**config.mk**
```make
export PLATFORM = sky130hd
export DESIGN_NAME = decimal_text_to_fixed_point_flat
export DESIGN_NICKNAME = d
export VERILOG_FILES = /design/src/rtl/core/dtfp_pkg.sv /design/src/rtl/core/dtfp_in_if.sv /design/src/rtl/core/dtfp_out_if.sv /design/src/rtl/core/decimal_text_to_fixed_point.sv /design/src/rtl/core/dtfp_front.sv /design/src/rtl/core/dtfp_queue.sv /design/src/rtl/core/dtfp_back.sv /design/src/flat_wrapper.sv
export VERILOG_INCLUDE_DIRS = /design/src /design/src/rtl/core
export SDC_FILE = /design/constraint.sdc
export NUM_CORES = 1
export LEC_CHECK = 0
export BUFFER_PORTS_ARGS = -buffer_cell sky130_fd_sc_hd__buf_2
export CAP_MARGIN = 20
export CORE_MARGIN = 8
export CORE_UTILIZATION = 30
export CTS_CLUSTER_DIAMETER = 80
export DETAILED_ROUTE_END_ITERATION = 16
export PLACE_DENSITY = 0.46
export SYNTH_ARGS = -nofsm -noshare
export SYNTH_HDL_FRONTEND = slang
export SYNTH_SLANG_ARGS = --single-unit
```
**constraint.sdc**
```tcl
create_clock -name i_clk -period 14.55 [get_ports i_clk]
set_input_delay 4.365 -clock i_clk [delete_from_list [all_inputs] [get_ports i_clk]]
set_output_delay 4.365 -clock i_clk [all_outputs]
set_load 0.005 [all_outputs]
```
**src/rtl/core/decimal_text_to_fixed_point_defines.svh**
```systemverilog
// ----------------------------------------------------------------------------
// Assertion macros for the decimal text to fixed-point converter
// Each macro expects i_clk and i_rst_n in the scope where it is used.
// ----------------------------------------------------------------------------
`ifndef DECIMAL_TEXT_TO_FIXED_POINT_DEFINES_SVH
`define DECIMAL_TEXT_TO_FIXED_POINT_DEFINES_SVH

// Same-cycle implication, checked out of reset.
`define DTFP_ASSERT_NOW(label, ante, cons, msg) \
    label: assert property (@(posedge i_clk) disable iff (!i_rst_n) (ante) |-> (cons)) \
        else $error(msg);

// Next-cycle implication, checked out of reset.
`define DTFP_ASSERT_NEXT(label, ante, cons, msg) \
    label: assert property (@(posedge i_clk) disable iff (!i_rst_n) (ante) |=> (cons)) \
        else $error(msg);

`endif

```
**src/rtl/core/dtfp_pkg.sv**
```systemverilog
// ----------------------------------------------------------------------------
// dtfp_pkg
// Types, constants and helpers shared by the text to fixed-point converter.
// ----------------------------------------------------------------------------
package dtfp_pkg;

    localparam int FRAC_BITS_DEF = 16;   // fraction bits of the result
    localparam int FRAC_DIGITS   = 9;    // decimal fraction digits kept
    localparam int INT_BITS      = 31;   // integer part saturates at 2^INT_BITS - 1

    localparam int INT_ACC_W  = 31;
    localparam int FRAC_ACC_W = 30;
    localparam int CNT_W      = 4;
    localparam int VAL_W      = 48;
    localparam int QUEUE_DEPTH = 2;
    localparam int QPTR_W      = $clog2(QUEUE_DEPTH);
    localparam int QCNT_W      = $clog2(QUEUE_DEPTH + 1);

    localparam logic [7:0] CH_MINUS = 8'h2D;
    localparam logic [7:0] CH_DOT   = 8'h2E;
    localparam logic [7:0] CH_ZERO  = 8'h30;
    localparam logic [7:0] CH_NINE  = 8'h39;

    localparam logic [INT_ACC_W-1:0] INT_MAX = INT_ACC_W'((64'd1 << INT_BITS) - 64'd1);
    localparam logic [VAL_W-1:0]     MAG_MAX = 48'h7FFF_FFFF_FFFF;

    typedef enum logic [1:0] {
        ST_OK        = 2'd0,
        ST_INVALID   = 2'd1,
        ST_SATURATED = 2'd2
    } t_status;

    typedef enum logic [1:0] {
        BK_IDLE,
        BK_DIV,
        BK_SUM,
        BK_OUT
    } t_back_state;

    // One parsed string, handed from the front to the back end.
    typedef struct packed {
        logic                  negative;
        logic                  invalid;
        logic                  overflow;
        logic [INT_ACC_W-1:0]  int_acc;
        logic [FRAC_ACC_W-1:0] frac_acc;
        logic [CNT_W-1:0]      frac_cnt;
    } t_rec;

    typedef struct packed {
        logic busy;
    } t_back_stat;

    function automatic logic [FRAC_ACC_W-1:0] pow10(input logic [CNT_W-1:0] n);
        case (n)
            4'd0:    return 30'd1;
            4'd1:    return 30'd10;
            4'd2:    return 30'd100;
            4'd3:    return 30'd1000;
            4'd4:    return 30'd10000;
            4'd5:    return 30'd100000;
            4'd6:    return 30'd1000000;
            4'd7:    return 30'd10000000;
            4'd8:    return 30'd100000000;
            default: return 30'd1000000000;
        endcase
    endfunction

endpackage

```
**src/rtl/core/dtfp_in_if.sv**
```systemverilog
// ----------------------------------------------------------------------------
// dtfp_in_if
// Character channel: one ASCII character and its end-of-string flag.
// ----------------------------------------------------------------------------
interface dtfp_in_if;
    logic       valid;
    logic       ready;
    logic [7:0] character;
    logic       last_char;

    modport source(output valid, output character, output last_char, input ready);
    modport sink(input valid, input character, input last_char, output ready);
endinterface

```
**src/rtl/core/dtfp_out_if.sv**
```systemverilog
// ----------------------------------------------------------------------------
// dtfp_out_if
// Result channel: signed fixed-point value and status.
// ----------------------------------------------------------------------------
interface dtfp_out_if;
    logic               valid;
    logic               ready;
    logic signed [47:0] fixed_value;
    logic [1:0]         status;

    modport source(output valid, output fixed_value, output status, input ready);
    modport sink(input valid, input fixed_value, input status, output ready);
endinterface

```
**src/rtl/core/decimal_text_to_fixed_point.sv**
```systemverilog
// ----------------------------------------------------------------------------
// decimal_text_to_fixed_point
// Parses ASCII decimal strings into signed fixed-point values.
// ----------------------------------------------------------------------------
// Usage:
//   i_in carries one ASCII character per item with last_char marking the end
//   of a string: optional leading '-', integer digits, optional '.', fraction
//   digits. o_out carries one item per string: fixed_value (48-bit two's
//   complement, FRAC_BITS fraction bits) and status (0 ok, 1 invalid
//   character, 2 saturated). An invalid string always yields value 0.
//   Characters are taken one per cycle while the queue is not full; a
//   finished string is queued (two deep) for the back end, which divides
//   the fraction digits by 10^n one quotient bit per cycle. The back end
//   works on one string at a time, so short strings are limited by the
//   divider. With an idle back end a string's record passes the queue, the
//   division steps, the sum register and then the result register.
//   When the receiver stalls, the result register holds, the back end and
//   then the queue fill, and i_in.ready drops only when the queue is full.
//   Reset (synchronous, active low) clears the parser, the queue and the
//   result register; no clearing pass is needed.
// ----------------------------------------------------------------------------
`include "decimal_text_to_fixed_point_defines.svh"

module decimal_text_to_fixed_point #(
    parameter int FRAC_BITS = dtfp_pkg::FRAC_BITS_DEF
) (
    input  logic       i_clk,
    input  logic       i_rst_n,
    dtfp_in_if.sink    i_in,
    dtfp_out_if.source o_out
);
    import dtfp_pkg::*;

    // parser -> queue
    logic       push;
    t_rec       front_rec;
    // queue -> back end
    logic       pop;
    t_rec       queue_rec;
    logic       q_full;
    logic       q_empty;
    t_back_stat back_stat;

    // Front: classify characters and accumulate digits; push on last char.
    dtfp_front u_front (
        .i_clk   (i_clk),
        .i_rst_n (i_rst_n),
        .i_in    (i_in),
        .i_full  (q_full),
        .o_push  (push),
        .o_rec   (front_rec)
    );

    // Queue: lets the parser run ahead while the back end divides.
    dtfp_queue u_queue (
        .i_clk   (i_clk),
        .i_rst_n (i_rst_n),
        .i_push  (push),
        .i_rec   (front_rec),
        .i_pop   (pop),
        .o_rec   (queue_rec),
        .o_full  (q_full),
        .o_empty (q_empty)
    );

    // Back: scale the fraction, apply sign and clamp, hold the result.
    dtfp_back #(
        .FRAC_BITS (FRAC_BITS)
    ) u_back (
        .i_clk   (i_clk),
        .i_rst_n (i_rst_n),
        .i_rec   (queue_rec),
        .i_empty (q_empty),
        .o_pop   (pop),
        .o_stat  (back_stat),
        .o_out   (o_out)
    );

    // Invalid strings never carry a value.
    `DTFP_ASSERT_NOW(a_invalid_zero, o_out.valid && (o_out.status == ST_INVALID), o_out.fixed_value == '0, "invalid result with nonzero value")

    // A full queue must stall the character channel.
    `DTFP_ASSERT_NOW(a_full_stalls, q_full, !i_in.ready, "character taken while queue full")

    // An idle back end picks up a waiting record at once.
    `DTFP_ASSERT_NEXT(a_back_starts, !back_stat.busy && !q_empty, back_stat.busy, "back end idle with queued record")

endmodule

```
**src/rtl/core/dtfp_front.sv**
```systemverilog
// ----------------------------------------------------------------------------
// dtfp_front
// Character parser: classifies each character and accumulates the digits.
// ----------------------------------------------------------------------------
module dtfp_front (
    input  logic          i_clk,
    input  logic          i_rst_n,
    dtfp_in_if.sink       i_in,
    input  logic          i_full,
    output logic          o_push,
    output dtfp_pkg::t_rec o_rec
);
    import dtfp_pkg::*;

    logic                   r_at_start, n_at_start;
    logic                   r_neg, n_neg;
    logic                   r_in_frac, n_in_frac;
    logic [INT_ACC_W-1:0]   r_int, n_int;
    logic [FRAC_ACC_W-1:0]  r_frac, n_frac;
    logic [CNT_W-1:0]       r_cnt, n_cnt;
    logic                   r_inv, n_inv;
    logic                   r_ovf, n_ovf;

    logic                   take;
    logic                   is_digit;
    logic [3:0]             digit;
    logic [INT_ACC_W+3:0]   int_sum;
    logic [FRAC_ACC_W+3:0]  frac_sum;

    assign i_in.ready = !i_full;
    assign take       = i_in.valid && i_in.ready;
    assign is_digit   = (i_in.character >= CH_ZERO) && (i_in.character <= CH_NINE);
    assign digit      = 4'(i_in.character - CH_ZERO);

    // times ten as shift-and-add
    assign int_sum  = (INT_ACC_W+4)'({r_int, 3'b000}) + (INT_ACC_W+4)'({r_int, 1'b0})
                    + (INT_ACC_W+4)'(digit);
    assign frac_sum = (FRAC_ACC_W+4)'({r_frac, 3'b000}) + (FRAC_ACC_W+4)'({r_frac, 1'b0})
                    + (FRAC_ACC_W+4)'(digit);

    always_comb begin
        n_at_start = 1'b0;
        n_neg      = r_neg;
        n_in_frac  = r_in_frac;
        n_int      = r_int;
        n_frac     = r_frac;
        n_cnt      = r_cnt;
        n_inv      = r_inv;
        n_ovf      = r_ovf;
        if (is_digit) begin
            if (r_in_frac) begin
                // drop digits past the kept precision
                if (r_cnt < CNT_W'(FRAC_DIGITS)) begin
                    n_frac = FRAC_ACC_W'(frac_sum);
                    n_cnt  = r_cnt + CNT_W'(1);
                end
            end else if (int_sum > (INT_ACC_W+4)'(INT_MAX)) begin
                n_int = INT_MAX;
                n_ovf = 1'b1;
            end else begin
                n_int = INT_ACC_W'(int_sum);
            end
        end else if (i_in.character == CH_MINUS) begin
            if (r_at_start) begin
                n_neg = 1'b1;
            end else begin
                n_inv = 1'b1;
            end
        end else if (i_in.character == CH_DOT) begin
            if (r_in_frac) begin
                n_inv = 1'b1;
            end else begin
                n_in_frac = 1'b1;
            end
        end else begin
            n_inv = 1'b1;
        end
    end

    assign o_push         = take && i_in.last_char;
    assign o_rec.negative = n_neg;
    assign o_rec.invalid  = n_inv;
    assign o_rec.overflow = n_ovf;
    assign o_rec.int_acc  = n_int;
    assign o_rec.frac_acc = n_frac;
    assign o_rec.frac_cnt = n_cnt;

    always_ff @(posedge i_clk) begin
        if (!i_rst_n || o_push) begin
            r_at_start <= 1'b1;
            r_neg      <= 1'b0;
            r_in_frac  <= 1'b0;
            r_int      <= '0;
            r_frac     <= '0;
            r_cnt      <= '0;
            r_inv      <= 1'b0;
            r_ovf      <= 1'b0;
        end else if (take) begin
            r_at_start <= n_at_start;
            r_neg      <= n_neg;
            r_in_frac  <= n_in_frac;
            r_int      <= n_int;
            r_frac     <= n_frac;
            r_cnt      <= n_cnt;
            r_inv      <= n_inv;
            r_ovf      <= n_ovf;
        end
    end

endmodule

```
**src/rtl/core/dtfp_queue.sv**
```systemverilog
// ----------------------------------------------------------------------------
// dtfp_queue
// Short record queue between the parser and the scaling back end.
// ----------------------------------------------------------------------------
module dtfp_queue (
    input  logic           i_clk,
    input  logic           i_rst_n,
    input  logic           i_push,
    input  dtfp_pkg::t_rec i_rec,
    input  logic           i_pop,
    output dtfp_pkg::t_rec o_rec,
    output logic           o_full,
    output logic           o_empty
);
    import dtfp_pkg::*;

    t_rec              r_mem [QUEUE_DEPTH];
    logic [QPTR_W-1:0] r_wr_ptr;
    logic [QPTR_W-1:0] r_rd_ptr;
    logic [QCNT_W-1:0] r_count;
    logic              do_push;
    logic              do_pop;

    assign o_full  = (r_count == QCNT_W'(QUEUE_DEPTH));
    assign o_empty = (r_count == '0);
    assign o_rec   = r_mem[r_rd_ptr];
    assign do_push = i_push && !o_full;
    assign do_pop  = i_pop && !o_empty;

    always_ff @(posedge i_clk) begin
        if (do_push) begin
            r_mem[r_wr_ptr] <= i_rec;
        end
    end

    always_ff @(posedge i_clk) begin
        if (!i_rst_n) begin
            r_wr_ptr <= '0;
            r_rd_ptr <= '0;
            r_count  <= '0;
        end else begin
            if (do_push) begin
                r_wr_ptr <= (r_wr_ptr == QPTR_W'(QUEUE_DEPTH - 1)) ? '0 : r_wr_ptr + QPTR_W'(1);
            end
            if (do_pop) begin
                r_rd_ptr <= (r_rd_ptr == QPTR_W'(QUEUE_DEPTH - 1)) ? '0 : r_rd_ptr + QPTR_W'(1);
            end
            if (do_push && !do_pop) begin
                r_count <= r_count + QCNT_W'(1);
            end else if (do_pop && !do_push) begin
                r_count <= r_count - QCNT_W'(1);
            end
        end
    end

endmodule

```
**src/rtl/core/dtfp_back.sv**
```systemverilog
// ----------------------------------------------------------------------------
// dtfp_back
// Scaling back end: fraction division by 10^n, sum, clamp, sign, result register.
// ----------------------------------------------------------------------------
module dtfp_back #(
    parameter int FRAC_BITS = dtfp_pkg::FRAC_BITS_DEF
) (
    input  logic                 i_clk,
    input  logic                 i_rst_n,
    input  dtfp_pkg::t_rec       i_rec,
    input  logic                 i_empty,
    output logic                 o_pop,
    output dtfp_pkg::t_back_stat o_stat,
    dtfp_out_if.source           o_out
);
    import dtfp_pkg::*;

    localparam int STEP_W = $clog2(FRAC_BITS);
    localparam int MAG_W  = INT_ACC_W + FRAC_BITS;

    t_back_state            r_state, n_state;
    t_rec                   r_rec;
    logic [FRAC_ACC_W-1:0]  r_rem;
    logic [FRAC_ACC_W-1:0]  r_div;
    logic [FRAC_BITS-1:0]   r_quo;
    logic [STEP_W-1:0]      r_step;
    logic [MAG_W-1:0]       r_mag;

    logic                   r_out_valid;
    logic [VAL_W-1:0]       r_value;
    t_status                r_status;

    logic                   load_out;
    logic [FRAC_ACC_W:0]    trial;
    logic                   q_bit;
    logic [63:0]            mag_ext;
    logic                   too_wide;
    logic [VAL_W-1:0]       mag_clamped;
    logic [VAL_W-1:0]       value_next;
    t_status                status_next;

    // restoring division step: remainder stays below the divisor
    assign trial = {r_rem, 1'b0};
    assign q_bit = (trial >= {1'b0, r_div});

    always_comb begin
        n_state  = r_state;
        o_pop    = 1'b0;
        load_out = 1'b0;
        case (r_state)
            BK_IDLE: begin
                if (!i_empty) begin
                    o_pop   = 1'b1;
                    n_state = BK_DIV;
                end
            end
            BK_DIV: begin
                if (r_step == STEP_W'(FRAC_BITS - 1)) begin
                    n_state = BK_SUM;
                end
            end
            BK_SUM: begin
                n_state = BK_OUT;
            end
            BK_OUT: begin
                if (!r_out_valid || o_out.ready) begin
                    load_out = 1'b1;
                    n_state  = BK_IDLE;
                end
            end
            default: begin
                n_state = BK_IDLE;
            end
        endcase
    end

    always_ff @(posedge i_clk) begin
        if (!i_rst_n) begin
            r_state <= BK_IDLE;
        end else begin
            r_state <= n_state;
        end
    end

    always_ff @(posedge i_clk) begin
        if (o_pop) begin
            r_rec  <= i_rec;
            r_rem  <= i_rec.frac_acc;
            r_div  <= pow10(i_rec.frac_cnt);
            r_quo  <= '0;
            r_step <= '0;
        end else if (r_state == BK_DIV) begin
            r_rem  <= q_bit ? FRAC_ACC_W'(trial - {1'b0, r_div}) : FRAC_ACC_W'(trial);
            r_quo  <= {r_quo[FRAC_BITS-2:0], q_bit};
            r_step <= r_step + STEP_W'(1);
        end
        if (r_state == BK_SUM) begin
            r_mag <= {r_rec.int_acc, FRAC_BITS'(0)} + MAG_W'(r_quo);
        end
    end

    // clamp to the 48-bit range, then negate toward zero
    assign mag_ext     = 64'(r_mag);
    assign too_wide    = (mag_ext > 64'(MAG_MAX));
    assign mag_clamped = too_wide ? MAG_MAX : mag_ext[VAL_W-1:0];

    always_comb begin
        if (r_rec.invalid) begin
            value_next  = '0;
            status_next = ST_INVALID;
        end else begin
            value_next  = r_rec.negative ? (VAL_W'(0) - mag_clamped) : mag_clamped;
            status_next = (r_rec.overflow || too_wide) ? ST_SATURATED : ST_OK;
        end
    end

    always_ff @(posedge i_clk) begin
        if (!i_rst_n) begin
            r_out_valid <= 1'b0;
        end else if (load_out) begin
            r_out_valid <= 1'b1;
        end else if (o_out.ready) begin
            r_out_valid <= 1'b0;
        end
    end

    always_ff @(posedge i_clk) begin
        if (load_out) begin
            r_value  <= value_next;
            r_status <= status_next;
        end
    end

    assign o_out.valid       = r_out_valid;
    assign o_out.fixed_value = r_value;
    assign o_out.status      = r_status;
    assign o_stat.busy       = (r_state != BK_IDLE);

endmodule

```
**src/flat_wrapper.sv**
```systemverilog
// flat-port wrapper written by rule: the top's interface ports become plain ports
module decimal_text_to_fixed_point_flat import dtfp_pkg::*;
#(
    parameter int FRAC_BITS = dtfp_pkg::FRAC_BITS_DEF
)
  (i_clk, i_rst_n, i_in_valid, i_in_character, i_in_last_char, i_in_ready, o_out_valid, o_out_fixed_value, o_out_status, o_out_ready);
  dtfp_in_if i_in_i ();
  dtfp_out_if o_out_i ();
  input  logic i_clk;
  input  logic i_rst_n;
  input wire logic [$bits(i_in_i.valid)-1:0] i_in_valid;
  input wire logic [$bits(i_in_i.character)-1:0] i_in_character;
  input wire logic [$bits(i_in_i.last_char)-1:0] i_in_last_char;
  output wire logic [$bits(i_in_i.ready)-1:0] i_in_ready;
  output wire logic [$bits(o_out_i.valid)-1:0] o_out_valid;
  output wire logic [$bits(o_out_i.fixed_value)-1:0] o_out_fixed_value;
  output wire logic [$bits(o_out_i.status)-1:0] o_out_status;
  input wire logic [$bits(o_out_i.ready)-1:0] o_out_ready;
  assign i_in_i.valid = i_in_valid;
  assign i_in_i.character = i_in_character;
  assign i_in_i.last_char = i_in_last_char;
  assign i_in_ready = i_in_i.ready;
  assign o_out_valid = o_out_i.valid;
  assign o_out_fixed_value = o_out_i.fixed_value;
  assign o_out_status = o_out_i.status;
  assign o_out_i.ready = o_out_ready;
  decimal_text_to_fixed_point #(.FRAC_BITS(FRAC_BITS)) u_core (.i_clk(i_clk), .i_rst_n(i_rst_n), .i_in(i_in_i), .o_out(o_out_i));
endmodule
```
==> results.py <==
metrics = {
    "finish": {
        "drive_gt1_frac": 0.116,
        "multi_input_area_um2": 9690,
        "layout_common_cells": "edfxtp_1, nor2_1, ha_1",
        "n_fill_cell": 7225,
        "fin_cells": 2974,
        "nets": 2154,
        "syn2layout_area_growth_pct": 13.6,
        "register_area_um2": 11600,
        "postLayoutCellArea_um2": 24800,
        "layout_commonest_cell": "edfxtp_1",
    },
    "logic_synthesis": {
        "async_flop_share": 0,
        "synth_cell_types": 74,
        "ys.flop_type": "edfxtp_1",
        "synth.yosys.seq_area_share": 0.531,
        "syn_inst": 1928,
        "yosys-top-cells-area": "edfxtp_1, ha_1, dfxtp_1",
        "synth_warnings": 0,
        "syn_nets": 2106,
        "synth_top_area_cell": "edfxtp_1",
        "synth.ff_latch_count": 418,
        "synth_area_per_cell_um2": 11.3,
        "syn_area_um2": 21800,
        "synth-edff-count": 320,
        "synth.top_cell.area_share": 0.441,
    },
    "global_route": {
        "track_usage": 0.120,
        "antenna_found_initial": 1,
        "grt_max_degree": 65,
        "grt_pass1_wl_um": 80200,
        "grt_pass1_vias": 14200,
        "grt_overflow_total": 0,
    },
    "route": {
        "dr_total_vias": 14600,
        "firstDrtPassIters": 5,
        "viasPerCell": 4.89,
        "drt-total-wl_um": 50500,
        "first_iter_violations": 733,
        "wl_per_cell_um": 17.0,
        "drc": 0,
        "ant_nets": 0,
    },
    "timing": {
        "hold_viol": 0,
        "max_freq_mhz": 118,
        "slew_viol_final": 0,
        "grt_setup_unrepaired": "no",
        "setup_viol": 0,
        "fin_crit_ns": 8.49,
        "finalCritPeriodShare": 0.584,
        "skew_ns": 0.0162,
        "tns_ns": 0,
        "whs_ns": 0.418,
        "worst_slew_pin_slew_ns": 0.889,
        "slew_headroom": 0.406,
    },
    "placement": {
        "io_buffer_count": 64,
        "dpl-instance-area_um2": 23200,
        "place.gp.congestion": 0.802,
        "hpwl_um": 35500,
        "dpl.cell_count": 2886,
    },
    "clock_tree": {
        "cts_tree": "built",
        "clk_latency_ns": 0.59,
        "clockBufferDepth": 3,
        "cts_setup_buffers": 0,
        "postCtsResizedCells": 0,
        "path_clk_slew_ns": 0.06,
        "htreeDepth": 2,
        "cts_buffers": 46,
        "cts_root_buf": "clkbuf_16",
        "clock_sinks": 418,
        "hold_buffers": 0,
    },
    "critical_path": {
        "reg2reg_slack_ns": 9.60,
        "start_kind": "input port",
        "crit_fanout": 64,
        "endpoint_kind": "flip-flop",
        "worstSetupPathType": "in -> reg",
        "cp.arrival_ns": 8.77,
        "required_ns": 14.83,
    },
    "floorplan": {
        "core_area_um2": 72500,
        "dieArea_um2": 81600,
        "die_h_um": 286,
        "start_util": 0.301,
        "num_rows": 99,
        "die_w_um": 286,
        "ios": 65,
    },
    "flow_run": {
        "cap_viol_max_count": 0,
    },
    "status": {
        "outcome": "finished, final reports clean",
    },
    "power_and_ir_drop": {
        "power_leakage_nw": 9.68,
        "peakVddDrop_uv": 105,
        "power_density_nw_per_um2": 179,
        "report.power.total_mw": 4.44,
    },
    "min_path": {
        "min_path_type": "reg -> reg",
    },
}
report_power, final:
| group | switching (mW) | internal (mW) | leakage (nW) | total [mW] |
|---|---|---|---|---|
| combinational | 0.912 | 0.584 | 5.12 | 1.50 |
| sequential | 0.126 | 1.61 | 3.79 | 1.74 |
| clock | 0.488 | 0.714 | 0.768 | 1.20 |
synth_stat cells (5+ instances only):
| cell | instances |
|---|---|
| a211oi_1 | 27 |
| a21boi_0 | 7 |
| a21o_1 | 49 |
| a21oi_1 | 122 |
| a31oi_1 | 66 |
| and2_1 | 12 |
| and3_1 | 14 |
| buf_1 | 11 |
| buf_2 | 5 |
| buf_4 | 6 |
| clkbuf_1 | 61 |
| dfxtp_1 | 98 |
| edfxtp_1 | 320 |
| fa_1 | 5 |
| ha_1 | 160 |
| inv_1 | 66 |
| mux2_2 | 52 |
| mux2i_1 | 55 |
| nand2_1 | 131 |
| nand2b_1 | 15 |
| nand3_1 | 19 |
| nand4_1 | 6 |
| nor2_1 | 187 |
| nor2b_1 | 18 |
| nor3_1 | 26 |
| nor4_1 | 5 |
| o211a_1 | 8 |
| o211ai_1 | 7 |
| o21a_1 | 13 |
| o21ai_0 | 103 |
| o21bai_1 | 16 |
| o31a_1 | 6 |
| o31ai_1 | 17 |
| o41ai_1 | 5 |
| or2_2 | 6 |
| or3_1 | 11 |
| or4_1 | 7 |
| xnor2_1 | 51 |
| xor2_1 | 81 |
routing by layer:
layer,global-route usage,share of wire
met5,0,0
met4,0.0308,0.021
met3,0.0173,0.035
met2,0.190,0.44
met1,0.172,0.50
flip-flops by register name, summed over array words and instances, names as in the netlist, 2 cells and up, named ones only:
name	count
u_core.u_back.o_out.fixed_value	48
u_core.u_back.o_out.status	2
u_core.u_back.r_div	23
u_core.u_back.r_mag	47
u_core.u_back.r_quo	16
u_core.u_back.r_rec	34
u_core.u_back.r_rem	30
u_core.u_back.r_state	2
u_core.u_back.r_step	4
u_core.u_front.r_cnt	4
u_core.u_front.r_frac	30
u_core.u_front.r_int	31
u_core.u_queue.r_count	2
u_core.u_queue.r_mem	136
worst max-delay path: stages:
cell and delay (ns):
buf_2 0.14, inv_1 0.07, fa_1 0.52, fa_1 0.47, nor2b_1 0.12, o21ai_0 0.11, a21oi_1 0.26, o21ai_1 0.16
o21ai_1 0.39, o31a_1 0.27, nand3_1 0.10, o311ai_0 0.43, mux2i_1 0.19, nor4b_4 0.28, buf_4 0.57, a31oi_1 0.26
logic make-up after synthesis:
group	Yosys count	synth area share
AOI/OAI and AO/OA	482	0.141
and+or+nand+nor	474	0.0999
DFF	418	0.531
adders and majority gates	165	0.0964
buffers and inverters	150	0.0272
xor gates and xnor gates	132	0.0530
muxes	107	0.0521
worst paths after layout:
check | from | to | cells past startpoint
hold reg to reg | u_core.u_back.r_rec[64] | u_core.u_back.r_mag[46] | 0
setup reg to reg | u_core.u_front.r_int[0] | u_core.u_queue.r_mem[0][47] | 15
setup / recovery | i_in_character[3] | u_core.u_queue.r_mem[0][47] | 16
hold / removal | u_core.u_back.r_rec[64] | u_core.u_back.r_mag[46] | 0
through the flow:
stage / setup WS, ns / utilization
after floorplan: 6.36 / -
after global placement: 5.66 / 0.320
after detailed placement: 5.50 / 0.320
after CTS: 6.10 / 0.341
after global routing: 5.67 / 0.342
final: 6.06 / 0.342
area by class of cell:
cell class / count / area share
inverters: 66 / 0.0101
repair buffers: 84 / 0.0195
diodes: 1 / 0.000101
clock inverters: 25 / 0.0133
well taps: 959 / 0.0485
clock buffers: 61 / 0.0500
multi-input cells: 1360 / 0.391
flip-flops and latches: 418 / 0.467
Power figures use the tool's default switching activity.
